[src/rtl/block_patch_sum_trigger_defines.svh]
// ---------------------------------------------------------------------------
// Patch sum trigger assertion macros
// Concurrent check wrappers, empty when SYNTHESIS is defined.
// ---------------------------------------------------------------------------
`ifndef BLOCK_PATCH_SUM_TRIGGER_DEFINES_SVH
`define BLOCK_PATCH_SUM_TRIGGER_DEFINES_SVH

`ifndef SYNTHESIS
// same-cycle implication
`define BPST_ASSERT_IMP(lbl, ck, rstn, ante, cons, msg) \
	lbl: assert property (@(posedge ck) disable iff (!rstn) (ante) |-> (cons)) \
		else $error(msg);
// next-cycle implication
`define BPST_ASSERT_NXT(lbl, ck, rstn, ante, cons, msg) \
	lbl: assert property (@(posedge ck) disable iff (!rstn) (ante) |=> (cons)) \
		else $error(msg);
`else
`define BPST_ASSERT_IMP(lbl, ck, rstn, ante, cons, msg)
`define BPST_ASSERT_NXT(lbl, ck, rstn, ante, cons, msg)
`endif

`endif

[src/rtl/bpst_pkg.sv]
// ---------------------------------------------------------------------------
// Patch sum trigger package
// Item types, register codes and fixed widths shared by the block.
// ---------------------------------------------------------------------------
`timescale 1ns / 1ps

package bpst_pkg;

	localparam int ADC_FIELD_W = 12;
	localparam int SUM_W       = 20;
	localparam int CFG_IDX_W   = 3;
	localparam int CFG_DATA_W  = 32;

	localparam logic [SUM_W-1:0] SUM_MAX  = '1;
	localparam logic [4:0]       EDGE_MAX = 5'd16;

	// register reset values
	localparam logic [6:0]  NUM_COLS_RST  = 7'd48;
	localparam logic [6:0]  ROW_MIN_RST   = 7'd0;
	localparam logic [7:0]  ROW_MAX_RST   = 8'd0;
	localparam logic [4:0]  PATCH_SIZE_RST = 5'd2;
	localparam logic [19:0] THRESHOLD_RST = 20'd0;
	localparam logic [31:0] BITMASK_RST   = 32'd0;

	typedef enum logic [CFG_IDX_W-1:0] {
		REG_NUM_COLS   = 3'd0,
		REG_ROW_MIN    = 3'd1,
		REG_ROW_MAX    = 3'd2,
		REG_PATCH_SIZE = 3'd3,
		REG_THRESHOLD  = 3'd4,
		REG_BITMASK    = 3'd5
	} cfg_reg_t;

	typedef struct packed {
		logic [ADC_FIELD_W-1:0] cell_adc;
		logic                   frame_start;
	} cell_t;

	typedef struct packed {
		logic [5:0]  patch_col;
		logic [6:0]  patch_row;
		logic [4:0]  patch_edge;
		logic [19:0] patch_sum;
		logic [31:0] patch_bits;
	} patch_t;

	// one cell's job from the position tracker to the accumulator
	typedef struct packed {
		logic                   mem_en;   // cell lies in the tiled area
		logic                   first;    // top-left cell of its patch
		logic                   geo_ok;   // bottom-right cell of a patch inside the bounds
		logic [5:0]             left;
		logic [6:0]             top;
		logic [4:0]             edge_len;
		logic [ADC_FIELD_W-1:0] adc;
	} op_t;

endpackage

[src/rtl/bpst_ctrl.sv]
// ---------------------------------------------------------------------------
// Patch sum trigger position tracker
// Follows the raster position and the place of each cell inside its patch.
// ---------------------------------------------------------------------------
`timescale 1ns / 1ps

module bpst_ctrl #(
	parameter int MAX_COLS = 64,
	parameter int MAX_ROWS = 128,
	parameter int ADC_BITS = 12,
	localparam int IDX_W = $clog2(MAX_COLS)
) (
	input  logic            clk,
	input  logic            arst_n,
	input  logic            take,
	input  bpst_pkg::cell_t cell_item,
	input  logic [6:0]      num_cols,
	input  logic [6:0]      row_min,
	input  logic [7:0]      row_max,
	input  logic [4:0]      patch_size,
	output bpst_pkg::op_t   op,
	output logic [IDX_W-1:0] idx
);
	import bpst_pkg::*;

	localparam int RW    = $clog2(MAX_ROWS);
	localparam int CLW0  = $clog2(MAX_COLS + 1);
	localparam int CLW   = (CLW0 > 7) ? CLW0 : 7;
	localparam int RCW   = ((RW > 8) ? RW : 8) + 2;
	localparam int CCW   = CLW + 2;
	localparam int ADC_W = (ADC_BITS < ADC_FIELD_W) ? ADC_BITS : ADC_FIELD_W;

	logic [IDX_W-1:0] col_q, col_e, col_n;
	logic [RW-1:0]    row_q, row_e, row_n;
	logic [3:0]       cip_q, cip_e, cip_n;
	logic [3:0]       rip_q, rip_e, rip_n;
	logic [IDX_W-1:0] pidx_q, pidx_e, pidx_n;
	logic             done_q, done_e, done_n;
	logic [CLW-1:0]   cols_e;
	logic [4:0]       ps_e;
	logic [RCW-1:0]   top_full;
	logic [CCW-1:0]   left_full;
	logic             geo;

	// clamped register values
	always_comb begin
		if (num_cols == 7'd0)
			cols_e = CLW'(1);
		else if (CLW'(num_cols) > CLW'(MAX_COLS))
			cols_e = CLW'(MAX_COLS);
		else
			cols_e = CLW'(num_cols);
		if (patch_size == 5'd0)
			ps_e = 5'd1;
		else if (patch_size > EDGE_MAX)
			ps_e = EDGE_MAX;
		else
			ps_e = patch_size;
	end

	// frame start restarts the position before the cell is used
	always_comb begin
		col_e  = cell_item.frame_start ? '0 : col_q;
		row_e  = cell_item.frame_start ? '0 : row_q;
		cip_e  = cell_item.frame_start ? '0 : cip_q;
		rip_e  = cell_item.frame_start ? '0 : rip_q;
		pidx_e = cell_item.frame_start ? '0 : pidx_q;
		done_e = cell_item.frame_start ? 1'b0 : done_q;
	end

	// patch geometry of this cell
	always_comb begin
		top_full  = RCW'(row_e) - RCW'(rip_e);
		left_full = CCW'(col_e) - CCW'(cip_e);
		geo = (RCW'(row_e) >= RCW'(rip_e) + RCW'(row_min)) &&
		      (CCW'(col_e) >= CCW'(cip_e)) &&
		      (RCW'(row_e) + RCW'(ps_e) < RCW'(row_max) + RCW'(rip_e)) &&
		      (CCW'(col_e) + CCW'(ps_e) < CCW'(cols_e) + CCW'(cip_e));
	end

	always_comb begin
		op.mem_en   = !done_e && (RCW'(row_e) >= RCW'(row_min));
		op.first    = (cip_e == 4'd0) && (rip_e == 4'd0);
		op.geo_ok   = ({1'b0, cip_e} == ps_e - 5'd1) && ({1'b0, rip_e} == ps_e - 5'd1) && geo;
		op.left     = left_full[5:0];
		op.top      = top_full[6:0];
		op.edge_len = ps_e;
		op.adc      = ADC_FIELD_W'(cell_item.cell_adc[ADC_W-1:0]);
		idx         = pidx_e;
	end

	// step to the next raster position
	always_comb begin
		col_n  = col_e;
		row_n  = row_e;
		cip_n  = cip_e;
		rip_n  = rip_e;
		pidx_n = pidx_e;
		done_n = done_e;
		if (!done_e) begin
			if (CCW'(col_e) + CCW'(1) >= CCW'(cols_e)) begin
				col_n  = '0;
				cip_n  = '0;
				pidx_n = '0;
				if (RCW'(row_e) + RCW'(1) >= RCW'(MAX_ROWS)) begin
					done_n = 1'b1;
				end else begin
					row_n = row_e + RW'(1);
					if (RCW'(row_e) + RCW'(1) <= RCW'(row_min))
						rip_n = '0;
					else if (5'({1'b0, rip_e}) + 5'd1 >= ps_e)
						rip_n = '0;
					else
						rip_n = rip_e + 4'd1;
				end
			end else begin
				col_n = col_e + IDX_W'(1);
				if (5'({1'b0, cip_e}) + 5'd1 >= ps_e) begin
					cip_n  = '0;
					pidx_n = pidx_e + IDX_W'(1);
				end else begin
					cip_n = cip_e + 4'd1;
				end
			end
		end
	end

	always_ff @(posedge clk or negedge arst_n) begin
		if (!arst_n) begin
			col_q  <= '0;
			row_q  <= '0;
			cip_q  <= '0;
			rip_q  <= '0;
			pidx_q <= '0;
			done_q <= 1'b0;
		end else if (take) begin
			col_q  <= col_n;
			row_q  <= row_n;
			cip_q  <= cip_n;
			rip_q  <= rip_n;
			pidx_q <= pidx_n;
			done_q <= done_n;
		end
	end

endmodule

[src/rtl/bpst_accum.sv]
// ---------------------------------------------------------------------------
// Patch sum trigger accumulator
// Column sum memory with read, add, saturate and write back, plus the
// threshold test on finished patches.
// ---------------------------------------------------------------------------
`timescale 1ns / 1ps
`include "block_patch_sum_trigger_defines.svh"

module bpst_accum #(
	parameter int MAX_COLS = 64,
	localparam int IDX_W = $clog2(MAX_COLS)
) (
	input  logic             clk,
	input  logic             arst_n,
	input  logic             take,
	input  bpst_pkg::op_t    op,
	input  logic [IDX_W-1:0] idx,
	input  logic [19:0]      threshold,
	input  logic [31:0]      bitmask,
	input  logic             out_busy,
	output logic             hold,
	output logic             res_load,
	output bpst_pkg::patch_t res
);
	import bpst_pkg::*;

	logic [SUM_W-1:0] mem [MAX_COLS];
	logic [MAX_COLS-1:0] vld_q;

	logic             valid_s1;
	op_t              op_s1;
	logic [IDX_W-1:0] idx_s1;
	logic [SUM_W-1:0] rd_s1;
	logic             vld_s1;
	logic             fwd_s1;
	logic [SUM_W-1:0] fwd_data_s1;

	logic [SUM_W-1:0] base;
	logic [SUM_W:0]   sum_w;
	logic [SUM_W-1:0] sum;
	logic             rep;
	logic             wr_en;

	// old sum: zero for a patch's first cell, else forwarded write, stored entry, or zero when never written
	always_comb begin
		if (op_s1.first)
			base = '0;
		else if (fwd_s1)
			base = fwd_data_s1;
		else if (vld_s1)
			base = rd_s1;
		else
			base = '0;
		sum_w = {1'b0, base} + (SUM_W + 1)'(op_s1.adc);
		sum   = sum_w[SUM_W] ? SUM_MAX : sum_w[SUM_W-1:0];
		rep   = op_s1.geo_ok && (sum > threshold);
	end

	// the stage waits only for a report that cannot enter the output register
	always_comb begin
		hold     = valid_s1 && rep && out_busy;
		wr_en    = valid_s1 && !hold;
		res_load = wr_en && rep;
		res.patch_col  = op_s1.left;
		res.patch_row  = op_s1.top;
		res.patch_edge = op_s1.edge_len;
		res.patch_sum  = sum;
		res.patch_bits = bitmask;
	end

	// column sum memory
	always_ff @(posedge clk) begin
		if (wr_en)
			mem[idx_s1] <= sum;
		if (take)
			rd_s1 <= mem[idx];
	end

	// stage payload
	always_ff @(posedge clk) begin
		if (take) begin
			op_s1       <= op;
			idx_s1      <= idx;
			vld_s1      <= vld_q[idx];
			fwd_s1      <= wr_en && (idx_s1 == idx);
			fwd_data_s1 <= sum;
		end
	end

	always_ff @(posedge clk or negedge arst_n) begin
		if (!arst_n) begin
			valid_s1 <= 1'b0;
			vld_q    <= '0;
		end else begin
			if (take)
				valid_s1 <= op.mem_en;
			else if (wr_en)
				valid_s1 <= 1'b0;
			if (wr_en)
				vld_q[idx_s1] <= 1'b1;
		end
	end

	`BPST_ASSERT_IMP(a_no_take_on_hold, clk, arst_n, take, !hold, "item taken while stage held")
	`BPST_ASSERT_NXT(a_hold_keeps_idx, clk, arst_n, hold && !take, valid_s1 && $stable(idx_s1), "held stage lost its entry")
	`BPST_ASSERT_NXT(a_write_marks_valid, clk, arst_n, wr_en, vld_q[$past(idx_s1)], "written entry not marked valid")

endmodule

[src/rtl/bpst_outreg.sv]
// ---------------------------------------------------------------------------
// Patch sum trigger output register
// Holds one reported patch until the downstream side takes it.
// ---------------------------------------------------------------------------
`timescale 1ns / 1ps

module bpst_outreg (
	input  logic             clk,
	input  logic             arst_n,
	input  logic             load,
	input  bpst_pkg::patch_t res,
	input  logic             patch_stall,
	output logic             patch_valid,
	output bpst_pkg::patch_t patch,
	output logic             busy
);
	import bpst_pkg::*;

	logic   valid_q;
	patch_t data_q;

	always_ff @(posedge clk or negedge arst_n) begin
		if (!arst_n)
			valid_q <= 1'b0;
		else if (load)
			valid_q <= 1'b1;
		else if (!patch_stall)
			valid_q <= 1'b0;
	end

	always_ff @(posedge clk) begin
		if (load)
			data_q <= res;
	end

	assign busy        = valid_q && patch_stall;
	assign patch_valid = valid_q;
	assign patch       = data_q;

endmodule

[src/rtl/block_patch_sum_trigger.sv]
// ---------------------------------------------------------------------------
// Patch sum threshold trigger
// Sums ADC cells over square patches of a raster-scanned grid, one running
// sum per patch column, and reports patches above threshold in scan order.
//
//   channel  dir  handshake                 item
//   cell     in   cell_valid / cell_stall   cell_adc, frame_start
//   patch    out  patch_valid / patch_stall patch origin, edge, sum, bits
//   cfg      in   cfg_we                    cfg_index, cfg_data
//
// One cell per clock while cell_stall is low; a report passes the accumulator
// stage and then the output register. The rate is set by the column sum memory,
// read as a cell is taken and written back from the accumulator stage, with a
// forward path for back-to-back cells of the same patch column. Reset clears
// position, valid bits and the output register; no clearing pass. cell_stall
// rises only while a report waits on a full, stalled output register.
// ---------------------------------------------------------------------------
`timescale 1ns / 1ps

module block_patch_sum_trigger #(
	parameter int MAX_COLS = 64,
	parameter int MAX_ROWS = 128,
	parameter int ADC_BITS = 12
) (
	input  logic                                clk,
	input  logic                                arst_n,
	input  logic                                cfg_we,
	input  logic [bpst_pkg::CFG_IDX_W-1:0]      cfg_index,
	input  logic [bpst_pkg::CFG_DATA_W-1:0]     cfg_data,
	input  logic                                cell_valid,
	output logic                                cell_stall,
	input  bpst_pkg::cell_t                     cell_item,
	output logic                                patch_valid,
	input  logic                                patch_stall,
	output bpst_pkg::patch_t                    patch
);
	import bpst_pkg::*;

	localparam int IDX_W = $clog2(MAX_COLS);

	logic [6:0]  num_cols_q;
	logic [6:0]  row_min_q;
	logic [7:0]  row_max_q;
	logic [4:0]  patch_size_q;
	logic [19:0] threshold_q;
	logic [31:0] bitmask_q;

	logic             take;
	op_t              op;
	logic [IDX_W-1:0] idx;
	logic             hold;
	logic             res_load;
	patch_t           res;
	logic             out_busy;

	// configuration registers
	always_ff @(posedge clk or negedge arst_n) begin
		if (!arst_n) begin
			num_cols_q   <= NUM_COLS_RST;
			row_min_q    <= ROW_MIN_RST;
			row_max_q    <= ROW_MAX_RST;
			patch_size_q <= PATCH_SIZE_RST;
			threshold_q  <= THRESHOLD_RST;
			bitmask_q    <= BITMASK_RST;
		end else if (cfg_we) begin
			case (cfg_reg_t'(cfg_index))
				REG_NUM_COLS:   num_cols_q   <= cfg_data[6:0];
				REG_ROW_MIN:    row_min_q    <= cfg_data[6:0];
				REG_ROW_MAX:    row_max_q    <= cfg_data[7:0];
				REG_PATCH_SIZE: patch_size_q <= cfg_data[4:0];
				REG_THRESHOLD:  threshold_q  <= cfg_data[19:0];
				REG_BITMASK:    bitmask_q    <= cfg_data[31:0];
				default: ;
			endcase
		end
	end

	assign cell_stall = hold;
	assign take       = cell_valid && !hold;

	bpst_ctrl #(
		.MAX_COLS (MAX_COLS),
		.MAX_ROWS (MAX_ROWS),
		.ADC_BITS (ADC_BITS)
	) u_ctrl (
		.clk        (clk),
		.arst_n     (arst_n),
		.take       (take),
		.cell_item  (cell_item),
		.num_cols   (num_cols_q),
		.row_min    (row_min_q),
		.row_max    (row_max_q),
		.patch_size (patch_size_q),
		.op         (op),
		.idx        (idx)
	);

	bpst_accum #(
		.MAX_COLS (MAX_COLS)
	) u_accum (
		.clk       (clk),
		.arst_n    (arst_n),
		.take      (take),
		.op        (op),
		.idx       (idx),
		.threshold (threshold_q),
		.bitmask   (bitmask_q),
		.out_busy  (out_busy),
		.hold      (hold),
		.res_load  (res_load),
		.res       (res)
	);

	bpst_outreg u_outreg (
		.clk         (clk),
		.arst_n      (arst_n),
		.load        (res_load),
		.res         (res),
		.patch_stall (patch_stall),
		.patch_valid (patch_valid),
		.patch       (patch),
		.busy        (out_busy)
	);

endmodule

[config.mk]
export PLATFORM = sky130hd
export DESIGN_NAME = block_patch_sum_trigger
export DESIGN_NICKNAME = d
export VERILOG_FILES = /design/src/rtl/bpst_pkg.sv /design/src/rtl/bpst_ctrl.sv /design/src/rtl/bpst_accum.sv /design/src/rtl/bpst_outreg.sv /design/src/rtl/block_patch_sum_trigger.sv
export VERILOG_INCLUDE_DIRS = /design/src /design/src/rtl
export SDC_FILE = /design/constraint.sdc
export NUM_CORES = 2
export LEC_CHECK = 0
export ABC_AREA = 0
export BUFFER_PORTS_ARGS = -buffer_cell sky130_fd_sc_hd__buf_2
export CORE_MARGIN = 3
export CORE_UTILIZATION = 46
export CTS_CLUSTER_SIZE = 10
export DETAILED_ROUTE_END_ITERATION = 8
export HOLD_SLACK_MARGIN = 0.06
export SYNTH_ARGS = -nofsm -noshare
export SYNTH_HDL_FRONTEND = slang
export SYNTH_SLANG_ARGS = --single-unit
[constraint.sdc]
create_clock -name clk -period 19.1 [get_ports clk]
set_input_delay 2.865 -clock clk [delete_from_list [all_inputs] [get_ports clk]]
set_output_delay 2.865 -clock clk [all_outputs]
set_load 0.02 [all_outputs]
==> metrics.md <==
| Metric | Value |
|---|---|
| Run status | `complete, no violations` |
| Critical path's most frequent cell | `buf_4` |
| Average routed wire per standard cell | `27.6 µm` |
| Met3 wire length | `13400 µm` |
| Cell internal pwr | `6.40 mW` |
| Number of buffers between clock root and the deepest sink | `3` |
| Routed met2 length | `about 81000 µm` |
| Uppermost metal layer occupied by signal nets | `met5` |
| Fraction of power spent switching nets | `0.271` |
| Area grow syn2layout | `13.3%` |
| Normalized max-slew margin | `0.140` |
| Clock Sinks | `roughly 1600` |
| Endpoint type of the worst setup path | `output pin` |
| Number of DRC violations after detailed routing | `0` |
| Ranking of synthesized cells by area | `edfxtp_1 (65%), dfrtp_1 (6.5%), mux4_2 (5.8%)` |
| Overall die width | `384 µm` |
| Total power of the final layout | `8.77 mW` |
| Source of the worst register-to-register timing path | `u_accum.fwd_s1` |
| Combined global-route utilization of all metal layers | `0.233` |
| Fill cell total of the finished layout | `11300` |
| Number of port buffers | `124` |
| Worst-path cell chain | `nor2b_1 > buf_4 > a22oi_1 > nor2_1 > ha_1 > fa_1 > a211oi_1 > o211ai_1 > nand3_1 > a311oi_1 > nand2b_1 > buf_4 > o21ai_4 > buf_4 > ha_1 > nand3_2 > or3_1 > a2111oi_4 > o31ai_2 > or2_4 > inv_4 > buf_2` |
| Detailed Routing Iterations Pass 1 | `5` |
| Hold WC Path Type | `register to register` |
| Dominant cell by count in the synthesized netlist | `edfxtp_1` |
| Final period demand of the worst path | `10.79 ns` |
| Number of hold buffers added after cts | `0` |
| Cell area after synthesis | `65800 µm²` |
| Worst r2r dst | `u_accum.mem[36][2]` |
| Detailed-routing wirelength on met1 | `72200 µm` |
| Synth top cells by count | `edfxtp_1 (1430), nand2_1 (358), o21ai_0 (251), dfrtp_1 (170), mux2i_1 (170)` |
| Vertical die dimension | `384 µm` |
| Proportion of synthesized chip area in sequential cells | `0.719` |
| Number of synthesized flops with an enable pin | `1430` |
| Nature of the critical path startpoint | `register` |
| Top-area cell type share of the netlist area | `0.653` |
| Overflow left after global routing | `0` |
| Kind of cell adding the most delay to the critical path | `compound AO/OA/AOI/OAI gates` |
| Post-DP HPWL | `between 100000 and 150000 µm` |
| Initial antenna violation count | `10` |
| Reg-to-reg setup timing slack | `just over 10 ns` |
| Maximum vdd ir drop | `0.0968 mV` |
| Starting Density | `0.464` |
| Number of resized instances in the post-cts repair step | `0` |
| Startpoint of the most critical setup path | `u_accum.fwd_s1` |
| CP Depth | `22` |
| R2r worst-path depth | `24` |
| Final number of hold-violating endpoints | `0` |
| TritonCTS clock tree | `done` |
| I/O pin cnt | `125` |
| Via Count | `about 37000` |
| Setup repair after global routing missed its margin | `no` |
| Synth unique cells | `76` |
| Per-instance average area after synthesis | `16.4 µm²` |
| Final ANT Viol Nets | `0` |
| Syn Nets | `4196` |
| Total CTS buffers | `182` |
| Pins Over Slew Limit | `0` |
| Area of the die | `148000 µm²` |
| Slew at the pin with the worst max-slew slack | `~1.3 ns` |
| Clock Power Share | `0.367` |
| Max cap viols | `0` |
| Power per unit of standard cell area | `between 100 and 150 nW/µm²` |
| Async set-or-reset flop fraction in the synthesized netlist | `0.108` |
| Final #Nets | `4371` |
| Library cell contributing the largest single delay on the critical path | `a311oi_1` |
| Number of global-route vias before repair | `36200` |
| Worst path buffer plus inverter count | `5` |
| Maximum fanout count along the critical path | `67` |
| Synthesis-stage register bit count | `1603` |
| Summed negative setup slack over all endpoints | `0 ns` |
| Wire length of the first global-routing pass | `251000 µm` |
| Hold slack | `0.413 ns` |
| Buffer count from post-CTS setup fixing | `0` |
| Ys Warns | `0` |
| Pin count of the biggest net entering global routing | `169` |
| Share of total power in sequential cells | `0.479` |
| Data required, critical path | `around 16 ns` |
| Post-CTS clock slew at the launch and capture registers of the worst setup and hold paths | `0.06 ns` |
| Static leakage power | `24.6 nW` |
| Number of H-tree levels | `4` |
| Placeable core area | `142000 µm²` |
| Setup-violating endpoint count in the final report | `0` |
| DR vias/cell | `5.96` |
| Number of placement rows | `138` |
| Total Wirelength | `172000 µm` |
| Maximum single-stage delay on the critical path | `1.02 ns` |
| Routability Congestion | `between 0.8 and 0.9` |
| Cells after Synth | `4014` |
| Switching Power | `2.37 mW` |
| Combinational share of power | `0.155` |
| Violation count after the first detailed-route iteration | `3797` |
| Proportion of layout cells with a drive suffix above 1 | `0.180` |
| Final period util | `0.565` |
| Cell type with the highest aggregate area in the netlist | `edfxtp_1` |
| Worst path arrival time | `7.93 ns` |
| Clock insertion delay at the later pin of the skew report | `~0.80 ns` |
| Maximum clock skew at final layout | `0.0249 ns` |
| Root Buffer Master | `clkbuf_16` |
| End point of the critical path | `cell_stall` |
| Top flip-flop cell by instance count after synthesis | `edfxtp_1` |
| Worst Path Class, Setup | `register to output pin` |
| Fmax | `about 93 MHz` |
-- flip-flops by register name (all words and copies together) (netlist names), 8 cells and up --
name                 flops
u_outreg.patch          70
row_max_q                8
u_accum.fwd_data_s1     20
threshold_q             20
u_accum.res             18
u_accum.op_s1           14
u_accum.vld_q           64
u_accum.rd_s1           20
bitmask_q               32
u_accum.mem           1280
-- how the worst min path moves through the flow --
stage | startpoint | end | slack (ns) | depth (start not counted)
after floorplan | u_accum.res[52] | u_outreg.patch[52] | 0.40 | 0
after global placement | u_accum.res[52] | u_outreg.patch[52] | 0.40 | 0
after detailed placement | u_accum.res[53] | u_outreg.patch[53] | 0.40 | 0
after CTS | u_accum.res[69] | u_outreg.patch[69] | 0.41 | 0
after global routing | u_accum.res[60] | u_outreg.patch[60] | 0.42 | 0
final | u_accum.res[61] | u_outreg.patch[61] | 0.41 | 0
-- power by group through the flow --
stage                     registers [mW]  clock network [mW]  logic (mW)
final                               4.20                3.21        1.36
after detailed placement            4.27                   0        1.36
after global placement              4.26                   0        1.34
after CTS                           4.20                3.28        1.36
after floorplan                     4.24                   0       0.844
after global routing                4.20                3.42        1.46
-- per-layer routing --
layer / up-vias / global-route usage
met2: 1515 / 0.361
met1: 19100 / 0.333
met5: - / 0
met4: 8 / 0.0824
met3: 292 / 0.0422
li1: 16300 / -
-- cells in the final DEF (no fill, tap or decap), types with 40 or more instances in the layout --
cell type	n
o221ai_1	146
mux2i_1	169
nand2_1	347
ha_1	121
mux4_2	168
edfxtp_1	1430
mux2_2	53
clkbuf_1	133
buf_4	88
clkbuf_16	185
inv_1	69
dfrtp_1	168
o211ai_1	85
a221oi_1	44
a21oi_1	139
nor2_1	97
or2_1	40
buf_2	123
o21ai_0	248
-- logic make-up after synthesis --
| kind of cell | share of synthesized area |
|---|---|
| buf+inv | 0.0199 |
| compound gates | 0.0823 |
| fa+ha+maj | 0.0255 |
| mux | 0.0930 |
| simple gates | 0.0527 |
| flops | 0.719 |
| xor+xnor | 0.00773 |
-- stage by stage --
| stage | setup WS (ns) | instances | area [µm²] | utilization |
|---|---|---|---|---|
| floorplan | 8.38 | 4014 | 65800 | - |
| global placement | 9.36 | 5895 | 69100 | 0.487 |
| global route | 7.88 | 6233 | 74500 | 0.526 |
| CTS | 8.31 | 6233 | 74500 | 0.526 |
| detailed placement | 9.20 | 5895 | 69100 | 0.487 |
| finish | 8.31 | 6235 | 74500 | 0.526 |
-- worst reg2reg max path, delay by kind of cell (launching register included) --
family,cells,cell delay (ns)
AOI/OAI and AO/OA,6,2.31
adders and majority gates,3,0.87
buffers and inverters,5,1.64
DFF,1,0.71
muxes,1,0.77
and+or+nand+nor,9,2.26
-- cell type report --
| cell class | count | area, µm² | area share |
|---|---|---|---|
| inverter | 78 | 304 | 0.00408 |
| clock buffer | 321 | 5170 | 0.0694 |
| clock inverter | 17 | 294 | 0.00395 |
| multi-input combinational | 2108 | 17700 | 0.238 |
| sequential | 1603 | 47300 | 0.634 |
| tap | 1890 | 2360 | 0.0317 |
| antenna | 2 | 5.00 | 0.0000672 |
| timing repair buffer | 216 | 1370 | 0.0184 |
No activity file was read; power rests on OpenSTA's default activity.
